===== src/rtl/core/hdlcfe_pkg.sv =====
package hdlcfe_pkg;

	localparam logic [7:0] FLAG_BYTE  = 8'h7E;
	localparam logic [7:0] ESC_BYTE   = 8'h7D;
	// 0x7E ^ 0x20 = 0x5E, 0x7D ^ 0x20 = 0x5D
	localparam logic [7:0] ESC_XOR    = 8'h20;
	localparam logic [7:0] CTRL_SEQ0  = 8'h00;
	localparam logic [7:0] CTRL_SEQ1  = 8'h40;
	localparam logic [7:0] ADDR_RESET = 8'h03;

	// one classified payload byte, handed from front to back
	typedef struct packed {
		logic       open_frame;
		logic [7:0] addr;
		logic [7:0] ctrl;
		logic [7:0] data;
		logic       last;
		logic [7:0] check;
	} cmd_t;

	function automatic logic needs_escape(input logic [7:0] b);
		needs_escape = (b == FLAG_BYTE) || (b == ESC_BYTE);
	endfunction

endpackage


===== src/rtl/core/hdlcfe_if.sv =====
interface hdlcfe_payload_if;
	logic       valid;
	logic       ready;
	logic [7:0] data_byte;
	logic       last_byte;
	logic       sequence_req;

	modport source (output valid, output data_byte, output last_byte, output sequence_req,
		input ready);
	modport sink (input valid, input data_byte, input last_byte, input sequence_req,
		output ready);
endinterface

interface hdlcfe_line_if;
	logic       valid;
	logic       ready;
	logic [7:0] tx_byte;
	logic       end_of_run;
	logic       end_of_frame;

	modport source (output valid, output tx_byte, output end_of_run, output end_of_frame,
		input ready);
	modport sink (input valid, input tx_byte, input end_of_run, input end_of_frame,
		output ready);
endinterface

interface hdlcfe_cfg_if;
	logic       valid;
	logic       ready;
	logic [7:0] address_byte;

	modport source (output valid, output address_byte, input ready);
	modport sink (input valid, input address_byte, output ready);
endinterface


===== src/rtl/core/hdlcfe_fifo.sv =====
module hdlcfe_fifo #(
	parameter int WIDTH = 8,
	parameter int DEPTH = 4
) (
	input  logic             clk,
	input  logic             arst_n,
	input  logic             push,
	input  logic [WIDTH-1:0] push_data,
	output logic             full,
	input  logic             pop,
	output logic             head_valid,
	output logic [WIDTH-1:0] head_data
);
	localparam int PTR_W = (DEPTH > 1) ? $clog2(DEPTH) : 1;
	localparam int CNT_W = $clog2(DEPTH + 1);

	logic [WIDTH-1:0] mem_q [DEPTH];
	logic [PTR_W-1:0] wr_ptr_q;
	logic [PTR_W-1:0] rd_ptr_q;
	logic [CNT_W-1:0] count_q;
	logic             do_push;
	logic             do_pop;

	assign full       = (count_q == CNT_W'(DEPTH));
	assign head_valid = (count_q != '0);
	assign head_data  = mem_q[rd_ptr_q];
	assign do_push    = push && !full;
	assign do_pop     = pop && head_valid;

	always_ff @(posedge clk) begin
		if (do_push) begin
			mem_q[wr_ptr_q] <= push_data;
		end
	end

	always_ff @(posedge clk or negedge arst_n) begin
		if (!arst_n) begin
			wr_ptr_q <= '0;
			rd_ptr_q <= '0;
			count_q  <= '0;
		end else begin
			if (do_push) begin
				wr_ptr_q <= (wr_ptr_q == PTR_W'(DEPTH - 1)) ? '0 : wr_ptr_q + 1'b1;
			end
			if (do_pop) begin
				rd_ptr_q <= (rd_ptr_q == PTR_W'(DEPTH - 1)) ? '0 : rd_ptr_q + 1'b1;
			end
			if (do_push && !do_pop) begin
				count_q <= count_q + 1'b1;
			end else if (do_pop && !do_push) begin
				count_q <= count_q - 1'b1;
			end
		end
	end
endmodule


===== src/rtl/core/hdlcfe_front.sv =====
module hdlcfe_front (
	input  logic                clk,
	input  logic                arst_n,
	hdlcfe_payload_if.sink      payload,
	hdlcfe_cfg_if.sink          cfg,
	input  logic                queue_full,
	output logic                cmd_push,
	output hdlcfe_pkg::cmd_t    cmd
);
	import hdlcfe_pkg::*;

	logic [7:0] addr_q;
	logic       inside_q;
	logic [7:0] running_q;
	logic [7:0] check_next;

	assign cfg.ready     = 1'b1;
	assign payload.ready = !queue_full;
	assign cmd_push      = payload.valid && !queue_full;

	// a new frame restarts the running check
	assign check_next = (inside_q ? running_q : 8'h00) ^ payload.data_byte;

	always_comb begin
		cmd.open_frame = !inside_q;
		cmd.addr       = addr_q;
		cmd.ctrl       = payload.sequence_req ? CTRL_SEQ1 : CTRL_SEQ0;
		cmd.data       = payload.data_byte;
		cmd.last       = payload.last_byte;
		cmd.check      = check_next;
	end

	always_ff @(posedge clk or negedge arst_n) begin
		if (!arst_n) begin
			addr_q    <= ADDR_RESET;
			inside_q  <= 1'b0;
			running_q <= '0;
		end else begin
			if (cfg.valid) begin
				addr_q <= cfg.address_byte;
			end
			if (cmd_push) begin
				inside_q  <= !payload.last_byte;
				running_q <= payload.last_byte ? 8'h00 : check_next;
			end
		end
	end
endmodule


===== src/rtl/core/hdlcfe_back.sv =====
module hdlcfe_back (
	input  logic                clk,
	input  logic                arst_n,
	input  logic                cmd_valid,
	input  hdlcfe_pkg::cmd_t    cmd,
	output logic                cmd_pop,
	hdlcfe_line_if.source       line
);
	import hdlcfe_pkg::*;

	typedef enum logic [3:0] {
		ST_START,
		ST_FLAG,
		ST_ADDR,
		ST_CTRL,
		ST_HCS,
		ST_DATA,
		ST_DATA_ESC,
		ST_CHK,
		ST_CHK_ESC,
		ST_CLOSE
	} step_t;

	step_t      step_q;
	step_t      cur_step;
	step_t      nxt_step;
	logic [7:0] byte_d;
	logic       eof_d;
	logic       done_d;
	logic       advance;

	logic       valid_q;
	logic [7:0] tx_q;
	logic       eor_q;
	logic       eof_q;

	assign line.valid        = valid_q;
	assign line.tx_byte      = tx_q;
	assign line.end_of_run   = eor_q;
	assign line.end_of_frame = eof_q;

	// output register takes a new byte when empty or drained this cycle
	assign advance = cmd_valid && (!valid_q || line.ready);
	assign cmd_pop = advance && done_d;

	always_comb begin
		if (step_q == ST_START) begin
			cur_step = cmd.open_frame ? ST_FLAG : ST_DATA;
		end else begin
			cur_step = step_q;
		end
	end

	always_comb begin
		byte_d   = FLAG_BYTE;
		eof_d    = 1'b0;
		done_d   = 1'b0;
		nxt_step = ST_START;
		case (cur_step)
			ST_FLAG: begin
				byte_d   = FLAG_BYTE;
				nxt_step = ST_ADDR;
			end
			ST_ADDR: begin
				byte_d   = cmd.addr;
				nxt_step = ST_CTRL;
			end
			ST_CTRL: begin
				byte_d   = cmd.ctrl;
				nxt_step = ST_HCS;
			end
			ST_HCS: begin
				byte_d   = cmd.addr ^ cmd.ctrl;
				nxt_step = ST_DATA;
			end
			ST_DATA: begin
				if (needs_escape(cmd.data)) begin
					byte_d   = ESC_BYTE;
					nxt_step = ST_DATA_ESC;
				end else begin
					byte_d   = cmd.data;
					nxt_step = cmd.last ? ST_CHK : ST_START;
					done_d   = !cmd.last;
				end
			end
			ST_DATA_ESC: begin
				byte_d   = cmd.data ^ ESC_XOR;
				nxt_step = cmd.last ? ST_CHK : ST_START;
				done_d   = !cmd.last;
			end
			ST_CHK: begin
				if (needs_escape(cmd.check)) begin
					byte_d   = ESC_BYTE;
					nxt_step = ST_CHK_ESC;
				end else begin
					byte_d   = cmd.check;
					nxt_step = ST_CLOSE;
				end
			end
			ST_CHK_ESC: begin
				byte_d   = cmd.check ^ ESC_XOR;
				nxt_step = ST_CLOSE;
			end
			ST_CLOSE: begin
				byte_d   = FLAG_BYTE;
				eof_d    = 1'b1;
				done_d   = 1'b1;
				nxt_step = ST_START;
			end
			default: begin
				byte_d   = FLAG_BYTE;
				nxt_step = ST_START;
			end
		endcase
	end

	always_ff @(posedge clk or negedge arst_n) begin
		if (!arst_n) begin
			step_q  <= ST_START;
			valid_q <= 1'b0;
			tx_q    <= '0;
			eor_q   <= 1'b0;
			eof_q   <= 1'b0;
		end else begin
			if (advance) begin
				step_q  <= nxt_step;
				valid_q <= 1'b1;
				tx_q    <= byte_d;
				eor_q   <= done_d;
				eof_q   <= eof_d;
			end else if (line.ready) begin
				valid_q <= 1'b0;
			end
		end
	end
endmodule


===== src/rtl/core/hdlc_style_frame_encoder_core.sv =====
// an accepted item is written into the command queue; its first line byte is registered in
//   the output register once the item heads the queue and the output register is free
// throughput: one line byte per cycle while the line is ready, set by the back-end
//   byte sequencer; an item is 1 line byte (plain), 2 (escaped), up to 9 (frame open + close)
// a command queue of QUEUE_DEPTH entries lets the front accept while the back drains
// reset: arst_n clears the queue, frame state and output register; address resets to 0x03
module hdlc_style_frame_encoder_core #(
	parameter int QUEUE_DEPTH = 4
) (
	input  logic             clk,
	input  logic             arst_n,
	hdlcfe_payload_if.sink   payload,
	hdlcfe_cfg_if.sink       cfg,
	hdlcfe_line_if.source    line
);
	import hdlcfe_pkg::*;

	cmd_t cmd_in;
	cmd_t cmd_head;
	logic cmd_push;
	logic cmd_pop;
	logic queue_full;
	logic head_valid;

	hdlcfe_front u_front (
		.clk        (clk),
		.arst_n     (arst_n),
		.payload    (payload),
		.cfg        (cfg),
		.queue_full (queue_full),
		.cmd_push   (cmd_push),
		.cmd        (cmd_in)
	);

	hdlcfe_fifo #(
		.WIDTH ($bits(cmd_t)),
		.DEPTH (QUEUE_DEPTH)
	) u_queue (
		.clk        (clk),
		.arst_n     (arst_n),
		.push       (cmd_push),
		.push_data  (cmd_in),
		.full       (queue_full),
		.pop        (cmd_pop),
		.head_valid (head_valid),
		.head_data  (cmd_head)
	);

	hdlcfe_back u_back (
		.clk       (clk),
		.arst_n    (arst_n),
		.cmd_valid (head_valid),
		.cmd       (cmd_head),
		.cmd_pop   (cmd_pop),
		.line      (line)
	);
endmodule


===== src/flat_wrapper.sv =====
// flat-port wrapper written by rule: the top's interface ports become plain ports
module hdlc_style_frame_encoder_core_flat import hdlcfe_pkg::*;
#(
	parameter int QUEUE_DEPTH = 4
)
  (clk, arst_n, payload_valid, payload_data_byte, payload_last_byte, payload_sequence_req, payload_ready, cfg_valid, cfg_address_byte, cfg_ready, line_valid, line_tx_byte, line_end_of_run, line_end_of_frame, line_ready);
  hdlcfe_payload_if payload_i ();
  hdlcfe_cfg_if cfg_i ();
  hdlcfe_line_if line_i ();
  input  logic clk;
  input  logic arst_n;
  input wire logic [$bits(payload_i.valid)-1:0] payload_valid;
  input wire logic [$bits(payload_i.data_byte)-1:0] payload_data_byte;
  input wire logic [$bits(payload_i.last_byte)-1:0] payload_last_byte;
  input wire logic [$bits(payload_i.sequence_req)-1:0] payload_sequence_req;
  output wire logic [$bits(payload_i.ready)-1:0] payload_ready;
  input wire logic [$bits(cfg_i.valid)-1:0] cfg_valid;
  input wire logic [$bits(cfg_i.address_byte)-1:0] cfg_address_byte;
  output wire logic [$bits(cfg_i.ready)-1:0] cfg_ready;
  output wire logic [$bits(line_i.valid)-1:0] line_valid;
  output wire logic [$bits(line_i.tx_byte)-1:0] line_tx_byte;
  output wire logic [$bits(line_i.end_of_run)-1:0] line_end_of_run;
  output wire logic [$bits(line_i.end_of_frame)-1:0] line_end_of_frame;
  input wire logic [$bits(line_i.ready)-1:0] line_ready;
  assign payload_i.valid = payload_valid;
  assign payload_i.data_byte = payload_data_byte;
  assign payload_i.last_byte = payload_last_byte;
  assign payload_i.sequence_req = payload_sequence_req;
  assign payload_ready = payload_i.ready;
  assign cfg_i.valid = cfg_valid;
  assign cfg_i.address_byte = cfg_address_byte;
  assign cfg_ready = cfg_i.ready;
  assign line_valid = line_i.valid;
  assign line_tx_byte = line_i.tx_byte;
  assign line_end_of_run = line_i.end_of_run;
  assign line_end_of_frame = line_i.end_of_frame;
  assign line_i.ready = line_ready;
  hdlc_style_frame_encoder_core #(.QUEUE_DEPTH(QUEUE_DEPTH)) u_core (.clk(clk), .arst_n(arst_n), .payload(payload_i), .cfg(cfg_i), .line(line_i));
endmodule

===== config.mk =====
export PLATFORM = sky130hd
export DESIGN_NAME = hdlc_style_frame_encoder_core_flat
export DESIGN_NICKNAME = d
export VERILOG_FILES = /design/src/rtl/core/hdlcfe_pkg.sv /design/src/rtl/core/hdlcfe_if.sv /design/src/rtl/core/hdlcfe_fifo.sv /design/src/rtl/core/hdlcfe_front.sv /design/src/rtl/core/hdlcfe_back.sv /design/src/rtl/core/hdlc_style_frame_encoder_core.sv /design/src/flat_wrapper.sv
export SDC_FILE = /design/constraint.sdc
export NUM_CORES = 1
export LEC_CHECK = 0
export ABC_AREA = 1
export BUFFER_PORTS_ARGS = -buffer_cell sky130_fd_sc_hd__buf_2
export CORE_ASPECT_RATIO = 1.5
export CORE_MARGIN = 2
export CORE_UTILIZATION = 60
export DETAILED_ROUTE_END_ITERATION = 10
export GPL_TIMING_DRIVEN = 0
export PLACE_DENSITY_LB_ADDON = 0.2
export SKIP_CTS_REPAIR_TIMING = 1
export SYNTH_ARGS = -nofsm -noshare
export SYNTH_HDL_FRONTEND = slang
export SYNTH_SLANG_ARGS = --single-unit

===== constraint.sdc =====
create_clock -name clk -period 3.1 [get_ports clk]
set_input_delay 0.62 -clock clk [delete_from_list [all_inputs] [get_ports clk]]
set_output_delay 0.62 -clock clk [all_outputs]
set_load 0.01 [all_outputs]

==> flow_summary.ini, run 1 <==
[power]
seqPwrFrac_pct = 36.4
power_switching_mw = 3.05
power.leakage_nw = 3.24
power_density_nw_per_um2 = 1040
comb_power_share_pct = 37.9
switching_share_pct = 38.9
clkPwrFrac_pct = 25.7
intPower_mw = 4.78
vdd_drop_max_uv = 830

[synthesis]
syn_avg_cell_area_um2 = 10.1
synthesis.nets = 678
synthCells = 648
synth-main-ff-cell = edfxtp_1
async_flop_share_pct = 26.5
yosys-top-cells-area = edfxtp_1, dfrtp_1, nand2_1
ys_warn_count = 0
ys_seq_area_share_pct = 64.5
yosysUniqueCellTypes = 34
synth-edff-count = 108
yosys-top-cells-count = nand2_1, edfxtp_1, nand3_1
synth_area_um2 = 6550
synth.most_common_cell = nand2_1
synth-seq-cells = 147
yosysTopAreaCellShare_pct = 49.5
yosysTopAreaCell = edfxtp_1

[clocking]
root_buffer = clkbuf_16
clock-sinks = 147
clock_latency_ps = 420
clk_pin_slew_ps = 60
cts_buffers = 17
cts_tree = done
h-tree-depth = 4
clockBufferDepth = 2

[flow_run]
cap_violations = 0

[sta]
setup_viol = 0
fmax_mhz = 347
fin_worst_skew_ps = 8.47
hold_violations = 0
relSlewSlack_pct = 37.2
final.setup.tns_ps = 0
worst_pin_slew_ps = 940
finalMaxSlewViolations = 0
final.period_utilization_pct = 92.9
setup_ws_ps = 219
layout_min_cycle_time_ps = 2880

[cells_and_area]
syn_to_final_growth_pct = 15.2
drive_gt1_share_pct = 15.6
diodes = 0
fillers = 817
nNetsFinal = 730

[global_routing]
grt_max_degree = 40
grt_pass1_wl_um = 24200
antenna_found_initial = 0
grt_remaining_overflow = 0
grt_pass1_vias = 4848
grt_usage_pct = 27.6

[drt]
drtIter0Drc = 341
num_vias = 4760
drt_pass1_iterations = 5
route.detailed.drc = 0
post_drt_wl_per_cell_um = 17.6
viasPerCell = 5.55
wirelength_um = 15100
drtAntennaViolNets = 0

[place]
gp_routability_congestion = 0.917
portBuffers = 33
dp_slack_ps = 6.52
hpwl_um = 10400

[worst_setup_path]
cp.required_ps = 3430
critical_path_class = register to register
path_max_fanout = 10
cp-start-kind = register
crit_arrival_ps = 3220
cp-end-kind = register
reg2reg_slack_ps = 220
reg2reg_depth = 14

[hold_path]
hp-class = input port to asynchronous set/reset pin

[floorplanning]
core_area_um2 = 10600
start_util_pct = 61.8
ios = 36
die_w_um = 89.3
die_y_um = 132
num_rows = 46
die-area_um2 = 11800

[outcome]
status = finished clean
==> per-layer routing <==
metal  vias to the layer above  GRT usage (%)  wire length [um]
li1                       2260              -                 -
met1                      2311           34.3              6140
met2                       157           47.0              8010
met3                        32           5.07               613
met4                         0           10.6               345
met5                         -              0                 0
==> metrics by stage <==
stage / power, mW / instance area [um^2] / hold slack [ps] / utilization (%) / cells
2_1_floorplan: 4.84 / 6550 / 324 / - / 648
3_3_place_gp: 5.63 / 6890 / 460 / 65.1 / 825
3_5_place_dp: 5.78 / 6920 / 466 / 65.4 / 825
4_1_cts: 7.78 / 7510 / 379 / 70.9 / 857
5_1_grt: 8.31 / 7550 / 412 / 71.3 / 857
6_report: 7.83 / 7550 / 317 / 71.3 / 857
==> worst max-delay path: stages, from the launching register on <==
cell	delay [ps]
dfrtp_2	460
inv_4	140
buf_2	250
nand2_1	140
a32oi_4	270
o21ai_0	110
o21bai_2	240
nand2_2	130
ha_1	160
inv_1	70
fa_1	450
nor2_1	120
nor2_1	50
nand2_1	70
xor2_1	150
==> cell usage in the layout, fill, tap and decap left out, drive strengths merged, types with 3 or more instances in the layout <==
cell type and instances:
mux2 8, nor2 39, a22oi 5, xor2 9
nand3 64, clkbuf 29, dfrtp 37, nand2 220
buf 50, nand4 9, o21ai 23, edfxtp 108
ha 6, a21oi 17, inv 61, clkinv 6
a31oi 3
==> area by class of cell <==
class                           instances  area (um^2)  area share [%]
Buffer                                 27          148            1.96
Clock buffer                           19          453            6.00
Clock inverter                         13          130            1.72
Inverter                               58          220            2.92
Multi-Input combinational cell        416         2030            26.9
Sequential cell                       147         4220            56.0
Tap cell                              144          180            2.39
Timing Repair Buffer                   33          165            2.19
==> state kept, by name, summed over array words and instances (netlist names), 2 cells and up <==
signal                      count
u_core.u_queue.mem_q          108
u_core.u_front.running_q        8
u_core.u_queue.rd_ptr_q         2
u_core.u_queue.count_q          3
u_core.u_back.step_q            4
u_core.u_front.addr_q           8
u_core.u_back.line.tx_byte      8
u_core.u_queue.wr_ptr_q         2
==> power groups by stage <==
stage                     Combinational [mW]  Clock (mW)  Sequential [mW]
after floorplan                         1.98           0             2.86
after global placement                  2.76           0             2.87
after detailed placement                2.89           0             2.88
after CTS                               2.91        2.02             2.85
after global routing                    3.32        2.10             2.89
final                                   2.97        2.01             2.85
==> logic make-up after synthesis <==
| logic type | count (synthesis) | synth area share, % |
|---|---|---|
| AOI/OAI and AO/OA | 55 | 4.93 |
| xor gates and xnor gates | 11 | 1.47 |
| buffers and inverters | 85 | 5.45 |
| muxes | 8 | 1.38 |
| DFF | 147 | 64.5 |
| other | 1 | 0.0573 |
| and+or+nand+nor | 334 | 20.8 |
| adders and majority gates | 7 | 1.45 |
==> final timing paths <==
kind	from	endpoint
setup / recovery	u_core.u_queue.rd_ptr_q[0]	u_core.u_queue.count_q[2]
hold / removal	arst_n	u_core.u_back.line.tx_byte[5]
setup reg to reg	u_core.u_queue.rd_ptr_q[0]	u_core.u_queue.count_q[2]
hold reg to reg	u_core.u_back.line.tx_byte[4]	u_core.u_back.line.tx_byte[4]
max in group asynchronous	arst_n	u_core.u_queue.rd_ptr_q[0]
min in group clk	line_ready	u_core.u_back.line.valid
No activity file was read; power rests on OpenSTA's default activity.
==> inputs of run 2 (changes only) <==
- CORE_UTILIZATION: 60 -> 43
- RECOVER_POWER: unset -> 50
==> run 2 against run 1 <==
The flow now finishes with violations (capacitance limit, slew limit). Flip-flop and latch count unchanged. Setup slack worse by 72 ps. Register-to-register slack worse by 70 ps. Sequential share of layout area down 0.97 points. Global-route usage down 7.0 points. Highest routed layer unchanged.
==> flow_summary.ini, run 2 (same netlist as run 1, synthesis figures left out) <==
[cells_and_area]
fillers = 1388
seq_area_um2 = 4220
final_cell_mix = nand2_1, edfxtp_1, nand3_1
multi_input_area_um2 = 2010
drive_gt1_share_pct = 14.1
largest_reg_flops = 108
nNetsFinal = 734
diodes = 0
final_common_cell = nand2_1
syn_to_final_growth_pct = 17.3
largest_register = u_core.u_queue.mem_q

[worst_setup_path]
max_stage_delay_ps = 470
path_max_fanout = 10
cp.required_ps = 3440
crit_slowest_cell = dfrtp_2
path_cells = inv_4 -> buf_2 -> nand2_1 -> a32oi_2 -> o21ai_0 -> o21bai_2 -> nand2_2 -> ha_1 -> inv_1 -> fa_1 -> nor2_1 -> nor2_1 -> nand2_1 -> xor2_1
cp-start-kind = register
crit_arrival_ps = 3300
reg2reg_depth = 14
cp-end-kind = register
critical_path_class = register to register

[global_routing]
grt_remaining_overflow = 0
grt_pass1_wl_um = 25200
grt_max_degree = 40
grt_usage_pct = 20.6
antenna_found_initial = 0
grt_pass1_vias = 4751

[clocking]
cts_buffers = 17
cts_tree = done
clk_pin_slew_ps = 60
clock-sinks = 147
clock_latency_ps = 420
root_buffer = clkbuf_16
clockBufferDepth = 2
h-tree-depth = 4

[sta]
fmax_mhz = 339
finalMaxSlewViolations = 40
fin_worst_skew_ps = 7.49
layout_min_cycle_time_ps = 2950
hold_violations = 0
relSlewSlack_pct = -59.5
final.period_utilization_pct = 95.3
final.setup.tns_ps = 0
grt_setup_unrepaired = false
worst_pin_slew_ps = 2390
setup_viol = 0

[power]
power_density_nw_per_um2 = 1030
vdd_drop_max_uv = 324
power.leakage_nw = 3.24
power_mw = 7.88

[floorplanning]
die_y_um = 155
core_area_um2 = 15000
num_rows = 55
die_w_um = 105
ios = 36
die-area_um2 = 16300
start_util_pct = 43.7

[drt]
viasPerCell = 5.09
wirelength_um = 15900
post_drt_wl_per_cell_um = 17.3
drtIter0Drc = 299
drtAntennaViolNets = 0
route.detailed.drc = 0
num_vias = 4663
drt_pass1_iterations = 5

[outcome]
violations = capacitance limit, slew limit
status = finished, violations left

[place]
portBuffers = 33
gp_routability_congestion = 0.907
hpwl_um = 11200

[flow_run]
cap_violations = 1

[hold_path]
hold_path_depth = 2
hp-class = input port to register
==> run 2: changes by cell type in the layout (fill, tap and decap cells not counted), sizes merged <==
cell / delta
buf: -9
clkinvlp: +3
clkbuf: +12
clkinv: -5
bufinv: -1
inv: +4
==> run 2: cell type report <==
class                           count  area share (%)
Buffer                             27            1.94
Clock buffer                       18            5.72
Multi-Input combinational cell    416            26.2
Timing Repair Buffer               37            3.19
Tap cell                          199            3.24
Inverter                           58            2.87
Sequential cell                   147            55.0
Clock inverter                     14            1.86
==> run 2: final timing paths <==
kind	from	slack (ps)	end
max in group asynchronous	arst_n	640	u_core.u_queue.rd_ptr_q[0]
worst max register to register	u_core.u_queue.rd_ptr_q[0]	150	u_core.u_queue.count_q[2]
worst max-delay path	u_core.u_queue.rd_ptr_q[0]	150	u_core.u_queue.count_q[2]
min in group asynchronous	arst_n	920	u_core.u_front.addr_q[7]
worst min-delay path	line_ready	400	u_core.u_back.line.valid
worst min register to register	u_core.u_back.line.tx_byte[0]	480	u_core.u_back.line.tx_byte[0]
==> run 2: routing by layer <==
layer	up-vias	track usage [%]	routed length, um
met5	-	0	0
met4	0	9.84	512
met3	39	4.02	567
met2	117	36.2	8400
met1	2232	24.0	6390
li1	2275	-	-
==> run 2: metrics by stage <==
stage | hold slack (ps) | setup slack (ps) | cells | area [um^2] | util [%]
floorplan | 324 | 605 | 648 | 6550 | -
global placement | 459 | -758 | 880 | 6960 | 46.4
detailed placement | 469 | -75.1 | 884 | 7090 | 47.2
CTS | 393 | -114 | 916 | 7670 | 51.1
global route | 401 | 9.60 | 916 | 7680 | 51.2
finish | 400 | 147 | 916 | 7680 | 51.2
==> run 2: worst max-delay path: cells and delay by family (launching register included) <==
family                   cells  cell delay (ps)
XOR/XNOR                     1              150
AO/OA/AOI/OAI                3              670
adder cells (fa/ha/maj)      2              610
flip-flops                   1              470
AND/OR/NAND/NOR              5              460
buffers and inverters        3              510
==> run 2: report_power, final <==
group	switching [mW]	internal, mW	leakage [nW]
sequential	0.193	2.65	1.46
clock	0.872	1.15	0.270
combinational	2.07	0.950	1.50
